===== config.mk =====
export PLATFORM = sky130hd
export DESIGN_NAME = aging_priority_scheduler_core
export DESIGN_NICKNAME = d
export VERILOG_FILES = /design/src/design/aps_pkg.sv /design/src/design/aps_slot_mem.sv /design/src/design/aps_cell.sv /design/src/design/aps_chain.sv /design/src/design/aging_priority_scheduler_core.sv
export VERILOG_INCLUDE_DIRS = /design/src /design/src/design
export SDC_FILE = /design/constraint.sdc
export NUM_CORES = 2
export LEC_CHECK = 0
export BUFFER_PORTS_ARGS = -buffer_cell sky130_fd_sc_hd__buf_2
export CORE_MARGIN = 10
export CORE_UTILIZATION = 50
export CTS_CLUSTER_DIAMETER = 30
export DETAILED_ROUTE_END_ITERATION = 8
export PLACE_DENSITY_LB_ADDON = 0.15
export SETUP_SLACK_MARGIN = 0.2
export SYNTH_ARGS = -nofsm -noshare
export SYNTH_HDL_FRONTEND = slang
export SYNTH_SLANG_ARGS = --single-unit

===== constraint.sdc =====
create_clock -name clk -period 15.96 [get_ports clk]
set_input_delay 3.192 -clock clk [delete_from_list [all_inputs] [get_ports clk]]
set_output_delay 3.192 -clock clk [all_outputs]
set_load 0.02 [all_outputs]

===== src/design/assert_macros.svh =====
// Assertion helpers shared by the RTL files.
`ifndef ASSERT_MACROS_SVH
`define ASSERT_MACROS_SVH

`ifndef NO_ASSERTIONS

`define APS_ASSERT(lbl, clk_s, rst_s, prop, msg) \
  lbl: assert property (@(posedge clk_s) disable iff (rst_s) prop) else $error(msg);

`define APS_ASSERT_NEVER(lbl, clk_s, rst_s, expr, msg) \
  lbl: assert property (@(posedge clk_s) disable iff (rst_s) !(expr)) else $error(msg);

`else

`define APS_ASSERT(lbl, clk_s, rst_s, prop, msg)

`define APS_ASSERT_NEVER(lbl, clk_s, rst_s, expr, msg)

`endif

`endif


===== src/design/aps_pkg.sv =====
`timescale 1ns / 1ps
`default_nettype none

package aps_pkg;

  localparam int TASK_W = 4;
  localparam int PRIO_W = 6;
  localparam int QCNT_W = 5;

  typedef logic signed [PRIO_W-1:0] prio_t;

  localparam prio_t PRIO_MIN = -6'sd20;
  localparam prio_t PRIO_MAX = 6'sd20;

  typedef enum logic [1:0] {
    CMD_ENQ   = 2'd0,
    CMD_SET   = 2'd1,
    CMD_PICK  = 2'd2,
    CMD_QUERY = 2'd3
  } cmd_e;

  typedef enum logic [1:0] {
    ST_OK     = 2'd0,
    ST_EMPTY  = 2'd1,
    ST_RANGE  = 2'd2,
    ST_REJECT = 2'd3
  } status_e;

  // One queue position: the slot id with its static and dynamic priority.
  // The same shape carries the running winner of a scan, where valid means found.
  typedef struct packed {
    logic              valid;
    logic [TASK_W-1:0] slot;
    prio_t             stat;
    prio_t             dyn;
  } entry_t;

  typedef struct packed {
    prio_t stat;
    prio_t dyn;
  } prio_pair_t;

  typedef struct packed {
    logic age;
    logic set;
    logic load;
    logic remove;
  } cell_op_t;

endpackage

`default_nettype wire


===== src/design/aps_slot_mem.sv =====
`timescale 1ns / 1ps
`default_nettype none

module aps_slot_mem #(
  parameter int DEPTH  = 16,
  parameter int ADDR_W = 4
) (
  input  wire                      clk,
  input  wire                      rst,
  input  wire                      rd_en,
  input  wire [ADDR_W-1:0]         rd_addr,
  output aps_pkg::prio_pair_t      rd_data,
  input  wire                      wr_en,
  input  wire [ADDR_W-1:0]         wr_addr,
  input  aps_pkg::prio_pair_t      wr_data
);

  aps_pkg::prio_pair_t mem [DEPTH];
  aps_pkg::prio_pair_t rd_q;
  logic [DEPTH-1:0]    written;
  logic                rd_written_q;

  always_ff @(posedge clk) begin
    if (wr_en) begin
      mem[wr_addr] <= wr_data;
    end
    if (rd_en) begin
      rd_q <= mem[rd_addr];
    end
  end

  // A slot that was never written reads as both priorities zero.
  always_ff @(posedge clk) begin
    if (rst) begin
      written      <= '0;
      rd_written_q <= 1'b0;
    end else begin
      if (wr_en) begin
        written[wr_addr] <= 1'b1;
      end
      if (rd_en) begin
        rd_written_q <= written[rd_addr];
      end
    end
  end

  assign rd_data = rd_written_q ? rd_q : '0;

endmodule

`default_nettype wire


===== src/design/aps_cell.sv =====
`timescale 1ns / 1ps
`default_nettype none

module aps_cell #(
  parameter int IDX_W = 4,
  parameter int POS   = 0
) (
  input  wire                  clk,
  input  wire                  rst,
  input  aps_pkg::cell_op_t    op,
  input  aps_pkg::entry_t      bcast,
  input  aps_pkg::entry_t      nbr,
  output aps_pkg::entry_t      ent,
  input  aps_pkg::entry_t      scan_in,
  input  wire [IDX_W-1:0]      scan_idx_in,
  output aps_pkg::entry_t      scan_out,
  output logic [IDX_W-1:0]     scan_idx_out
);

  logic take;

  always_ff @(posedge clk) begin
    if (rst) begin
      ent.valid <= 1'b0;
    end else if (op.remove) begin
      ent <= nbr;
    end else if (op.load) begin
      ent <= bcast;
    end else if (op.age && ent.valid && (ent.dyn > aps_pkg::PRIO_MIN)) begin
      ent.dyn <= ent.dyn - 6'sd1;
    end else if (op.set && ent.valid && (ent.slot == bcast.slot)) begin
      ent.stat <= bcast.stat;
      ent.dyn  <= bcast.dyn;
    end
  end

  // Strictly lower wins, so on a tie the earlier queue position keeps the lead.
  assign take = ent.valid && (!scan_in.valid || (ent.dyn < scan_in.dyn));

  always_ff @(posedge clk) begin
    if (rst) begin
      scan_out.valid <= 1'b0;
    end else if (take) begin
      scan_out     <= ent;
      scan_idx_out <= IDX_W'(POS);
    end else begin
      scan_out     <= scan_in;
      scan_idx_out <= scan_idx_in;
    end
  end

endmodule

`default_nettype wire


===== src/design/aps_chain.sv =====
`timescale 1ns / 1ps
`default_nettype none

`include "assert_macros.svh"

module aps_chain #(
  parameter int N     = 16,
  parameter int IDX_W = 4
) (
  input  wire                  clk,
  input  wire                  rst,
  input  aps_pkg::cell_op_t    op,
  input  aps_pkg::entry_t      bcast,
  input  wire [IDX_W-1:0]      load_idx,
  input  wire [IDX_W-1:0]      remove_idx,
  output aps_pkg::entry_t      head,
  output aps_pkg::entry_t      best,
  output logic [IDX_W-1:0]     best_idx
);

  aps_pkg::entry_t ents  [N];
  aps_pkg::entry_t scans [N];
  logic [IDX_W-1:0] sidx [N];
  logic [N-1:0]     valid_vec;

  for (genvar i = 0; i < N; i++) begin : g_cell
    aps_pkg::cell_op_t cop;
    aps_pkg::entry_t   nbr;
    aps_pkg::entry_t   sin;
    logic [IDX_W-1:0]  sin_idx;

    assign cop.age    = op.age;
    assign cop.set    = op.set;
    assign cop.load   = op.load && (IDX_W'(i) == load_idx);
    // Every position at or behind the removed one takes its neighbor's entry.
    assign cop.remove = op.remove && (IDX_W'(i) >= remove_idx);

    if (i == N - 1) begin : g_last
      assign nbr = '0;
    end else begin : g_mid
      assign nbr = ents[i+1];
    end

    if (i == 0) begin : g_first
      assign sin     = '0;
      assign sin_idx = '0;
    end else begin : g_rest
      assign sin     = scans[i-1];
      assign sin_idx = sidx[i-1];
    end

    aps_cell #(
      .IDX_W (IDX_W),
      .POS   (i)
    ) u_cell (
      .clk          (clk),
      .rst          (rst),
      .op           (cop),
      .bcast        (bcast),
      .nbr          (nbr),
      .ent          (ents[i]),
      .scan_in      (sin),
      .scan_idx_in  (sin_idx),
      .scan_out     (scans[i]),
      .scan_idx_out (sidx[i])
    );

    assign valid_vec[i] = ents[i].valid;
  end

  assign head     = ents[0];
  assign best     = scans[N-1];
  assign best_idx = sidx[N-1];

  `APS_ASSERT_NEVER(a_no_holes, clk, rst, ((valid_vec + 1'b1) & valid_vec) != '0, "queue has a gap")
  `APS_ASSERT(a_age_keeps_occupancy, clk, rst, op.age |=> (valid_vec == $past(valid_vec)), "aging changed occupancy")
  `APS_ASSERT(a_load_adds_one, clk, rst, (op.load && !op.remove) |=> ($countones(valid_vec) == $past($countones(valid_vec)) + 1), "load did not add one entry")

endmodule

`default_nettype wire


===== src/design/aging_priority_scheduler_core.sv =====
`timescale 1ns / 1ps
`default_nettype none

`include "assert_macros.svh"

// Channel   Dir  Fields (tdata from bit 0 up)                         tuser
// s_axis    in   task_req[3:0], priority_req[9:4], zero pad [15:10]  command[1:0]
// m_axis    out  chosen_task[3:0], priority_out[9:4],                status[1:0]
//                queue_count[14:10], zero pad [15]
//
// Enqueue, set, query and a pick on zero or one queued task register their result from the
// look state once the output register is free. A pick with two or more queued tasks first
// ages all cells, ripples the winner search down the row, then removes the winner once the
// output register is free. The block takes its next word at the edge after a result is
// registered; a finished result waits in the output register, and the next one is held.
// Reset (rst, synchronous) empties the queue and clears all priorities to zero.

module aging_priority_scheduler_core #(
  parameter int MAX_TASKS = 16
) (
  input  wire         clk,
  input  wire         rst,
  input  wire         s_tvalid,
  output logic        s_tready,
  input  wire [15:0]  s_tdata,   // task_req[3:0], priority_req[9:4]
  input  wire [1:0]   s_tuser,   // command[1:0]
  output logic        m_tvalid,
  input  wire         m_tready,
  output logic [15:0] m_tdata,   // chosen_task[3:0], priority_out[9:4], queue_count[14:10]
  output logic [1:0]  m_tuser    // status[1:0]
);

  localparam int SLOT_W = $clog2(MAX_TASKS);
  localparam int IDX_W  = $clog2(MAX_TASKS);
  localparam int CNT_W  = $clog2(MAX_TASKS + 1);
  localparam int QW     = aps_pkg::QCNT_W;

  typedef enum logic [1:0] {
    S_IDLE,
    S_LOOK,
    S_SCAN,
    S_FINISH
  } state_t;

  state_t                       state, state_next;
  aps_pkg::cmd_e                cmd_q;
  logic [aps_pkg::TASK_W-1:0]   task_q;
  aps_pkg::prio_t               req_q;
  logic                         dup_q;
  logic [CNT_W-1:0]             count, count_next;
  logic [IDX_W-1:0]             scan_cnt;
  logic [MAX_TASKS-1:0]         is_queued;

  logic [aps_pkg::TASK_W-1:0]   out_task;
  aps_pkg::status_e             out_status;
  aps_pkg::prio_t               out_prio;
  logic [QW-1:0]                out_count;

  logic                         accept, out_free, slot_ok, emit;
  logic [aps_pkg::TASK_W-1:0]   e_task;
  aps_pkg::status_e             e_status;
  aps_pkg::prio_t               e_prio;

  aps_pkg::cell_op_t            op;
  aps_pkg::entry_t              bcast, head, best;
  logic [IDX_W-1:0]             load_idx, remove_idx, best_idx;

  logic                         mem_wr;
  logic [SLOT_W-1:0]            mem_wr_addr, q_addr;
  aps_pkg::prio_pair_t          mem_wr_data, rd;
  logic                         q_set, q_clr;

  logic [aps_pkg::TASK_W-1:0]   in_task;

  assign in_task  = s_tdata[3:0];
  assign s_tready = (state == S_IDLE);
  assign accept   = s_tvalid && s_tready;
  assign out_free = !m_tvalid || m_tready;
  assign slot_ok  = int'(task_q) < MAX_TASKS;

  aps_slot_mem #(
    .DEPTH  (MAX_TASKS),
    .ADDR_W (SLOT_W)
  ) u_mem (
    .clk     (clk),
    .rst     (rst),
    .rd_en   (accept),
    .rd_addr (SLOT_W'(in_task)),
    .rd_data (rd),
    .wr_en   (mem_wr),
    .wr_addr (mem_wr_addr),
    .wr_data (mem_wr_data)
  );

  aps_chain #(
    .N     (MAX_TASKS),
    .IDX_W (IDX_W)
  ) u_chain (
    .clk        (clk),
    .rst        (rst),
    .op         (op),
    .bcast      (bcast),
    .load_idx   (load_idx),
    .remove_idx (remove_idx),
    .head       (head),
    .best       (best),
    .best_idx   (best_idx)
  );

  always_comb begin
    state_next  = state;
    emit        = 1'b0;
    e_task      = task_q;
    e_status    = aps_pkg::ST_OK;
    e_prio      = rd.stat;
    count_next  = count;
    op          = '0;
    load_idx    = IDX_W'(count);
    remove_idx  = '0;
    bcast.valid = 1'b1;
    bcast.slot  = task_q;
    bcast.stat  = rd.stat;
    bcast.dyn   = rd.dyn;
    mem_wr      = 1'b0;
    mem_wr_addr = SLOT_W'(task_q);
    mem_wr_data = rd;
    q_set       = 1'b0;
    q_clr       = 1'b0;
    q_addr      = SLOT_W'(task_q);

    case (state)
      S_IDLE: begin
        if (s_tvalid) begin
          state_next = S_LOOK;
        end
      end

      S_LOOK: begin
        if ((cmd_q == aps_pkg::CMD_PICK) && (count > CNT_W'(1))) begin
          op.age     = 1'b1;
          state_next = S_SCAN;
        end else if (out_free) begin
          emit       = 1'b1;
          state_next = S_IDLE;
          if (cmd_q == aps_pkg::CMD_PICK) begin
            if (count == '0) begin
              e_task   = '0;
              e_status = aps_pkg::ST_EMPTY;
              e_prio   = '0;
            end else begin
              // A lone task leaves with its priorities as they are.
              op.remove   = 1'b1;
              e_task      = head.slot;
              e_prio      = head.stat;
              count_next  = count - CNT_W'(1);
              mem_wr      = 1'b1;
              mem_wr_addr = SLOT_W'(head.slot);
              mem_wr_data.stat = head.stat;
              mem_wr_data.dyn  = head.dyn;
              q_clr       = 1'b1;
              q_addr      = SLOT_W'(head.slot);
            end
          end else if (!slot_ok) begin
            e_status = aps_pkg::ST_REJECT;
            e_prio   = '0;
          end else begin
            case (cmd_q)
              aps_pkg::CMD_ENQ: begin
                if (dup_q || (count == CNT_W'(MAX_TASKS))) begin
                  e_status = aps_pkg::ST_REJECT;
                end else begin
                  op.load    = 1'b1;
                  count_next = count + CNT_W'(1);
                  q_set      = 1'b1;
                end
              end
              aps_pkg::CMD_SET: begin
                if ((req_q < aps_pkg::PRIO_MIN) || (req_q > aps_pkg::PRIO_MAX)) begin
                  e_status = aps_pkg::ST_RANGE;
                end else begin
                  op.set           = 1'b1;
                  bcast.stat       = req_q;
                  bcast.dyn        = req_q;
                  mem_wr           = 1'b1;
                  mem_wr_data.stat = req_q;
                  mem_wr_data.dyn  = req_q;
                  e_prio           = req_q;
                end
              end
              default: begin
              end
            endcase
          end
        end
      end

      S_SCAN: begin
        if (scan_cnt == IDX_W'(MAX_TASKS - 1)) begin
          state_next = S_FINISH;
        end
      end

      S_FINISH: begin
        if (out_free) begin
          emit             = 1'b1;
          state_next       = S_IDLE;
          op.remove        = 1'b1;
          remove_idx       = best_idx;
          e_task           = best.slot;
          e_prio           = best.stat;
          count_next       = count - CNT_W'(1);
          mem_wr           = 1'b1;
          mem_wr_addr      = SLOT_W'(best.slot);
          mem_wr_data.stat = best.stat;
          mem_wr_data.dyn  = best.stat;
          q_clr            = 1'b1;
          q_addr           = SLOT_W'(best.slot);
        end
      end

      default: begin
        state_next = S_IDLE;
      end
    endcase
  end

  always_ff @(posedge clk) begin
    if (accept) begin
      cmd_q  <= aps_pkg::cmd_e'(s_tuser);
      task_q <= in_task;
      req_q  <= $signed(s_tdata[9:4]);
      dup_q  <= is_queued[SLOT_W'(in_task)];
    end
    if (emit) begin
      out_task   <= e_task;
      out_status <= e_status;
      out_prio   <= e_prio;
      out_count  <= QW'(count_next);
    end
    if (rst) begin
      state     <= S_IDLE;
      m_tvalid  <= 1'b0;
      count     <= '0;
      is_queued <= '0;
      scan_cnt  <= '0;
    end else begin
      state <= state_next;
      count <= count_next;
      if (emit) begin
        m_tvalid <= 1'b1;
      end else if (m_tready) begin
        m_tvalid <= 1'b0;
      end
      if (q_set) begin
        is_queued[q_addr] <= 1'b1;
      end else if (q_clr) begin
        is_queued[q_addr] <= 1'b0;
      end
      if (state == S_SCAN) begin
        scan_cnt <= scan_cnt + IDX_W'(1);
      end else begin
        scan_cnt <= '0;
      end
    end
  end

  assign m_tdata = {1'b0, out_count, out_prio, out_task};
  assign m_tuser = out_status;

  `APS_ASSERT(a_one_at_a_time, clk, rst, (s_tvalid && s_tready) |=> !s_tready, "took a word while busy")
  `APS_ASSERT(a_count_matches, clk, rst, $countones(is_queued) == int'(count), "queued flags disagree with count")
  `APS_ASSERT(a_winner_found, clk, rst, (state == S_FINISH) |-> best.valid, "scan ended without a winner")
  `APS_ASSERT(a_count_on_emit, clk, rst, (count != $past(count)) |-> $past(emit), "count moved without a result")

endmodule

`default_nettype wire

Word-level counts from Yosys, hierarchy flattened
Memory sizes are Yosys's and may differ from the RTL's. A register that Yosys moved wholly into a read port is not among the register bits.
Index checks and enable logic that the tools add are counted.
- memories: 1
- input bits: 22
- bits in writable memories: 192
- flip-flop bits (word level): 661
- reduce and logical (&&, ||, !) cells: 254
- add/sub/neg operators: 19
- muxes and demuxes: 201
- order comparisons: 53
- equality and inequality tests: 56
- bitwise gates (word level): 8
- memory list (memory ; depth ; width ; read ports ; clocked after memory_dff ; wr ports ; line ; RTL):
    u_mem.mem ; 16 ; 12 ; 1 ; 1 ; 1 ; aps_slot_mem.sv:18 ; aps_pkg::prio_pair_t mem [DEPTH];
- operators with widths (cell ; number):
    2-to-1 mux 12 bit ; 44
    2-to-1 mux 17 bit ; 30
    2-to-1 mux 6 bit ; 39
    logical AND 1 bit ; 114
    2-to-1 mux 5 bit ; 22
    greater-than comparator 6 bit (second input constant) ; 17
    subtractor 6 x 2 -> 6 bit (second input constant) ; 16
    less-than comparator 6 bit ; 15
    AND reduction 2 bit ; 33
    equality test 4 bit ; 16
    nonzero test 4 bit ; 16
    2-to-1 mux 16 bit ; 3
    2-to-1 mux 4 bit ; 12
    != test 3 x 1 -> 1 bit (second input constant) ; 16
    AND reduction 3 bit ; 16
    nonzero test 3 bit ; 16
    nonzero test 2 bit ; 18
    equality test 4 bit (first input constant) ; 8
    greater-or-equal comparator 4 bit (first input constant) ; 8
    OR 16 bit ; 2
    2-to-1 mux 1 bit ; 26
    one-hot mux 12 bit (2 select lines) ; 1
    logical OR 1 bit ; 18
    bitwise AND 16 bit ; 1
    36 further kinds ; 84

Logic depth before layout (Yosys ltp)
- word-level depth: 14
- mapped depth: 11
- gate-level depth less buffers: 9

By module
From an unflattened synthesis, not the netlist that was laid out.
- cell total of the unflattened synthesis: 3315
- area total of the unflattened synthesis: 44789.2 um2
- by module, submodules not included (module ; seq. area each (um2) ; area each (um2) ; times used ; cells an instance):
    aps_cell at u_chain.g_cell[10].u_cell ... ; 1121.1 ; 1989.4 ; 5 ; 150
    aps_slot_mem ; 6466.2 ; 8490.6 ; 1 ; 384
    aps_cell at u_chain.g_cell[1].u_cell ... ; 1121.1 ; 1990.7 ; 4 ; 151
    aps_cell at u_chain.g_cell[11].u_cell ... ; 1121.1 ; 1988.2 ; 4 ; 149
    aging_priority_scheduler_core ; 1461.4 ; 4220.3 ; 1 ; 484
    aps_cell at u_chain.g_cell[0].u_cell ; 1121.1 ; 1991.9 ; 1 ; 152
    aps_cell at u_chain.g_cell[15].u_cell ; 1121.1 ; 1986.9 ; 1 ; 148
    aps_cell at u_chain.g_cell[9].u_cell ; 1121.1 ; 1979.4 ; 1 ; 150
    aps_chain ; 0.0 ; 257.7 ; 1 ; 47

Worst setup path before layout
Ideal clock, no wire load.
- path kind: input to register
- start point: in rst
- end point: reg u_chain.g_cell[0].u_cell.scan_out[0] (netlist bit), enable pin
- data required time: 15180 ps
- cell stages on the path: 3
- path buffers: 2
- setup slack: 3415 ps
- setup time: 780 ps
- arrival time: 11765 ps
- cells stage by stage: clkbuf_1 -> inv_2 -> clkbuf_1
- RTL lines (item ; line ; RTL):
    start, declared ; aging_priority_scheduler_core.sv:22 ; input wire rst,
    end signal, assigned ; aps_cell.sv:44 ; scan_out <= ent;
    end signal, assigned ; aps_cell.sv:47 ; scan_out <= scan_in;
    end, declared ; aps_cell.sv:16 ; output aps_pkg::entry_t scan_out,
No word-level cell between the ends.

Worst setup path in the final report
- start point: in m_tready
- end point: reg u_chain.g_cell[12].u_cell.ent[5] (netlist bit), enable pin
- word-level cells in the longest chain between the ends: 8
- elaborated cells on any way between the ends: 15
- classes of those cells: order compare (1); mux (7); reduce/logical (7)
- RTL lines (item ; line ; RTL):
    start, declared ; aging_priority_scheduler_core.sv:28 ; input wire m_tready,
    logical OR 1 bit * ; aging_priority_scheduler_core.sv:78 ; assign out_free = !m_tvalid || m_tready;
    parallel branches: the longest is 5 deep, another holds greater-or-equal comparator 4 bit ; - ;
    nonzero test 4 bit (no source line) * ; - ;
    AND reduction 2 bit (no source line) * ; - ;
    end signal, assigned ; aps_cell.sv:26 ; ent <= nbr;
    end signal, assigned ; aps_cell.sv:28 ; ent <= bcast;
    end, declared ; aps_cell.sv:13 ; output aps_pkg::entry_t ent,
Every way passes the cells marked *.
A chain may end at the register's enable or synchronous reset.

==> out/qor.yml <==
outcome:
  run_status: "completed"
routing:
  route.detailed.wl_per_inst_um: 24.2
  totalWireLength_mm: 112
  vias: 27954
  detailedRoute.firstPassIterationCount: 5
  route.detailed.drc: 0
  dr.first_iter.drc_count: 3082
  detail_route.vias_per_cell: 6.04
  antenna_left: 0
yosys:
  synthesis.instances: 3341
  yosysMostFrequentCell: "sky130_fd_sc_hd__edfxtp_1"
  synth_warnings: 0
  synthTopCellsByCount: "sky130_fd_sc_hd__edfxtp_1, sky130_fd_sc_hd__nand2_1, sky130_fd_sc_hd__nor2_1"
  synth_enable_flop_cells: 789
  synth_top_area_share: 0.567
  synth.top_cells.by_area: "sky130_fd_sc_hd__edfxtp_1, sky130_fd_sc_hd__mux2_2, sky130_fd_sc_hd__mux4_2"
  yosys_top_cell_by_area: "sky130_fd_sc_hd__edfxtp_1"
  synth.distinct_cells: 79
  sequential_fraction_of_the_synthesis_area: 0.603
  ys.flop_type: "sky130_fd_sc_hd__edfxtp_1"
  syn_nets: 3476
  post_synth_instance_area_mm2: 0.0418
  syn_area_per_cell_um2: 12.5
  synthArstFlopShare: 0
  number_of_synthesized_register_bits: 865
floorplan:
  die_w_um: 309
  boundaryPins: 42
  floorplan.die_area_mm2: 0.0956
  core.rowCount: 105
  fp.coreArea_mm2: 0.0825
  floorplan.initialDensity: 0.507
  fp.dieH_um: 309
worst_setup_path:
  timing.critical_path.from_type: "input pin"
  timing.reg2reg.worst_path_depth: 10
  timing.rr.end: "u_chain.g_cell[0].u_cell.ent[11]$_DFFE_PP_"
  worstSetupEndpointType: "flip-flop"
  worst-endpoint-arrival_ns: 6.74
  worst-r2r-setup-slack_ns: 10.87
  reg2reg_from: "count[1]$_SDFF_PP0_"
  critical_path_required_ns: 16.32
  crit_type: "input pin to flip-flop"
  worst-path-max-fanout: 14
power_and_ir_drop:
  power.static_leakage_nw: 17.7
  p_per_area_mw_per_mm2: 136
  worst_ir_drop_vdd_v: 0.000122
  power.total_w: 0.00670
finish:
  fin_area_mm2: 0.0492
  final_core_util: 0.596
  flow.area_growth_from_synthesis_pct: 17.7
  final_layout_size_suffix_gt1_frac: 0.205
  final.fill_count: 6413
  finish.net_count: 3546
placement:
  placedInstanceArea_mm2: 0.0431
  buffer_ports.inserted: 34
  hpwl_mm: 72.5
  place.gp.congestion: 0.919
clock_tree:
  post_cts.resized_instances: 0
  clk-insertion-delay-late_ns: 0.77
  htreeDepth: 4
  clock_sink_count: 865
  cts.clk_slew.worst_paths_ns: 0.05
  postCtsSetupBuffers: 0
  cts_root_buffer: "sky130_fd_sc_hd__clkbuf_16"
  cts_inserted_buffers: 171
  clockBufferDepth: 3
  cts.hold.buffers_added: 0
  cts_tree: "done"
sta:
  finalClockSkew_ns: 0.0401
  worst_hold_slack_ns: 0.451
  final_setup_violation_count: 0
  grt_setup_unrepaired: "no"
  max_slew_margin: 0.123
  final.setup.tns_ns: 0
  min_period_over_period: 0.400
  timing_max_transition_violations_final: 0
  report.final.hold_viol_count: 0
  max_freq_mhz: 157
  worstMarginPinSlew_ns: 1.32
  min_clock_period_post_route_ns: 6.38
global_route:
  grt-ovfl-total: 0
  grt_util_all_layers: 0.235
  number_of_antenna_violations_at_the_first_check_in_global_routing: 5
  grt_first_pass_wirelength_mm: 172
  largest_net_degree_at_the_start_of_global_routing: 168
  via_count_of_the_first_global_routing_pass: 27994
hold_path:
  min_path_cells: 1
  holdCritPathClass: "flip-flop to flip-flop"
  worstHoldEndpoint: "scan_cnt[0]$_SDFF_PP0_"
  hold_start: "scan_cnt[0]$_SDFF_PP0_"
flow_run:
  drv_cap: 0
per-stage QoR:
stage          std cells  setup WS (ns)
2_1_floorplan       3341           3.42
4_1_cts             4629           9.73
6_report            4630           9.58
3_3_place_gp        4308           9.00
5_1_grt             4629           9.42
3_5_place_dp        4308           8.92
layout make-up:
| cell class | instances | area, um2 | area share |
|---|---|---|---|
| clock buffers | 201 | 4500 | 0.0914 |
| inverters | 175 | 664 | 0.0135 |
| clock inverters | 120 | 1550 | 0.0315 |
| multi-input cells | 2112 | 15300 | 0.312 |
| repair buffers | 86 | 578 | 0.0118 |
| flip-flops and latches | 865 | 25200 | 0.513 |
| diodes | 1 | 2.50 | 0.0000509 |
| well taps | 1070 | 1340 | 0.0272 |
state kept, by name, indices dropped and copies added, names as in the netlist, named ones only:
name                                count
dup_q                                   1
count                                   5
state                                   2
u_chain.g_cell.u_cell.scan_idx_out     49
u_chain.g_cell.u_cell.ent             272
scan_cnt                                4
m_tvalid                                1
req_q                                   6
u_mem.written                          16
task_q                                  4
u_chain.g_cell.u_cell.scan_out        265
u_mem.rd_q                             12
u_mem.mem                             192
out_prio                                6
m_tuser                                 2
u_mem.rd_written_q                      1
out_count                               5
out_task                                4
cmd_q                                   2
layer usage:
metal  vias to the layer above  GRT usage  part of all wire
met4                         0     0.0669             0.022
li1                      12554          -                 -
met5                         -          0                 0
met3                       196     0.0471             0.081
met2                      1137      0.362              0.46
met1                     14067      0.335              0.44
cell usage in the layout, fill, tap and decap left out, types with 14 or more instances in the layout:
| cell | Yosys | final |
|---|---|---|
| sky130_fd_sc_hd__buf_2 | 28 | 32 |
| sky130_fd_sc_hd__o221ai_2 | 0 | 14 |
| sky130_fd_sc_hd__inv_6 | 0 | 15 |
| sky130_fd_sc_hd__o21ai_0 | 253 | 247 |
| sky130_fd_sc_hd__a41oi_1 | 15 | 15 |
| sky130_fd_sc_hd__o21a_1 | 20 | 18 |
| sky130_fd_sc_hd__nor3_1 | 45 | 45 |
| sky130_fd_sc_hd__dfxtp_1 | 76 | 76 |
| sky130_fd_sc_hd__mux2i_1 | 21 | 21 |
| sky130_fd_sc_hd__a21oi_1 | 190 | 190 |
| sky130_fd_sc_hd__o211ai_1 | 50 | 50 |
| sky130_fd_sc_hd__xnor2_1 | 78 | 78 |
| sky130_fd_sc_hd__nor2_1 | 254 | 246 |
| sky130_fd_sc_hd__nand2b_1 | 49 | 49 |
| sky130_fd_sc_hd__mux2_2 | 230 | 230 |
| sky130_fd_sc_hd__and2_1 | 50 | 50 |
| sky130_fd_sc_hd__nand2_1 | 316 | 316 |
| sky130_fd_sc_hd__clkinv_2 | 0 | 23 |
| sky130_fd_sc_hd__ha_1 | 113 | 113 |
| sky130_fd_sc_hd__buf_4 | 4 | 53 |
| sky130_fd_sc_hd__edfxtp_1 | 789 | 789 |
| sky130_fd_sc_hd__clkinv_1 | 0 | 22 |
| sky130_fd_sc_hd__a21o_1 | 38 | 38 |
| sky130_fd_sc_hd__nand3_1 | 24 | 24 |
| sky130_fd_sc_hd__bufinv_16 | 0 | 26 |
| sky130_fd_sc_hd__mux4_2 | 70 | 70 |
| sky130_fd_sc_hd__clkbuf_1 | 145 | 23 |
| sky130_fd_sc_hd__xor2_1 | 55 | 55 |
| sky130_fd_sc_hd__nor3b_1 | 32 | 32 |
| sky130_fd_sc_hd__inv_1 | 174 | 174 |
| sky130_fd_sc_hd__clkbuf_16 | 0 | 174 |
| sky130_fd_sc_hd__or3_1 | 19 | 19 |
where the power goes:
group / switching, W / internal (W)
clock network: 0.00125 / 0.00245
logic: 0.000245 / 0.000133
registers: 0.0000477 / 0.00257
critical path, stage by stage:
cell	delay [ns]
sky130_fd_sc_hd__buf_2	0.12
sky130_fd_sc_hd__nor2b_1	0.77
sky130_fd_sc_hd__nor2_1	0.46
sky130_fd_sc_hd__and3_1	0.33
sky130_fd_sc_hd__a21oi_1	0.93
sky130_fd_sc_hd__a21o_1	0.22
sky130_fd_sc_hd__a41oi_1	0.12
sky130_fd_sc_hd__a21oi_1	0.59
worst max path at each step:
stage	slack (ns)	cells past startpoint	from	end
CTS	9.73	7	m_tready	u_mem.mem[8][2]$_DFFE_PP_
detailed placement	8.92	6	rst	u_chain.g_cell[12].u_cell.ent[14]$_DFFE_PP_
floorplan	3.42	3	rst	u_chain.g_cell[0].u_cell.scan_out[0]$_SDFFCE_PN0N_
global route	9.42	9	m_tready	u_chain.g_cell[1].u_cell.ent[4]$_DFFE_PP_
global placement	9.00	8	m_tready	u_chain.g_cell[12].u_cell.ent[1]$_DFFE_PP_
finish	9.58	8	m_tready	u_chain.g_cell[12].u_cell.ent[5]$_DFFE_PP_
cells by family after synthesis:
family          synth area share
mux                        0.105
simple gates              0.0932
flops                      0.603
other cells            0.0000897
buf+inv                   0.0339
xor+xnor                  0.0279
compound gates             0.103
fa+ha+maj                 0.0338
Note: power is estimated with default switching activity, not from simulation.
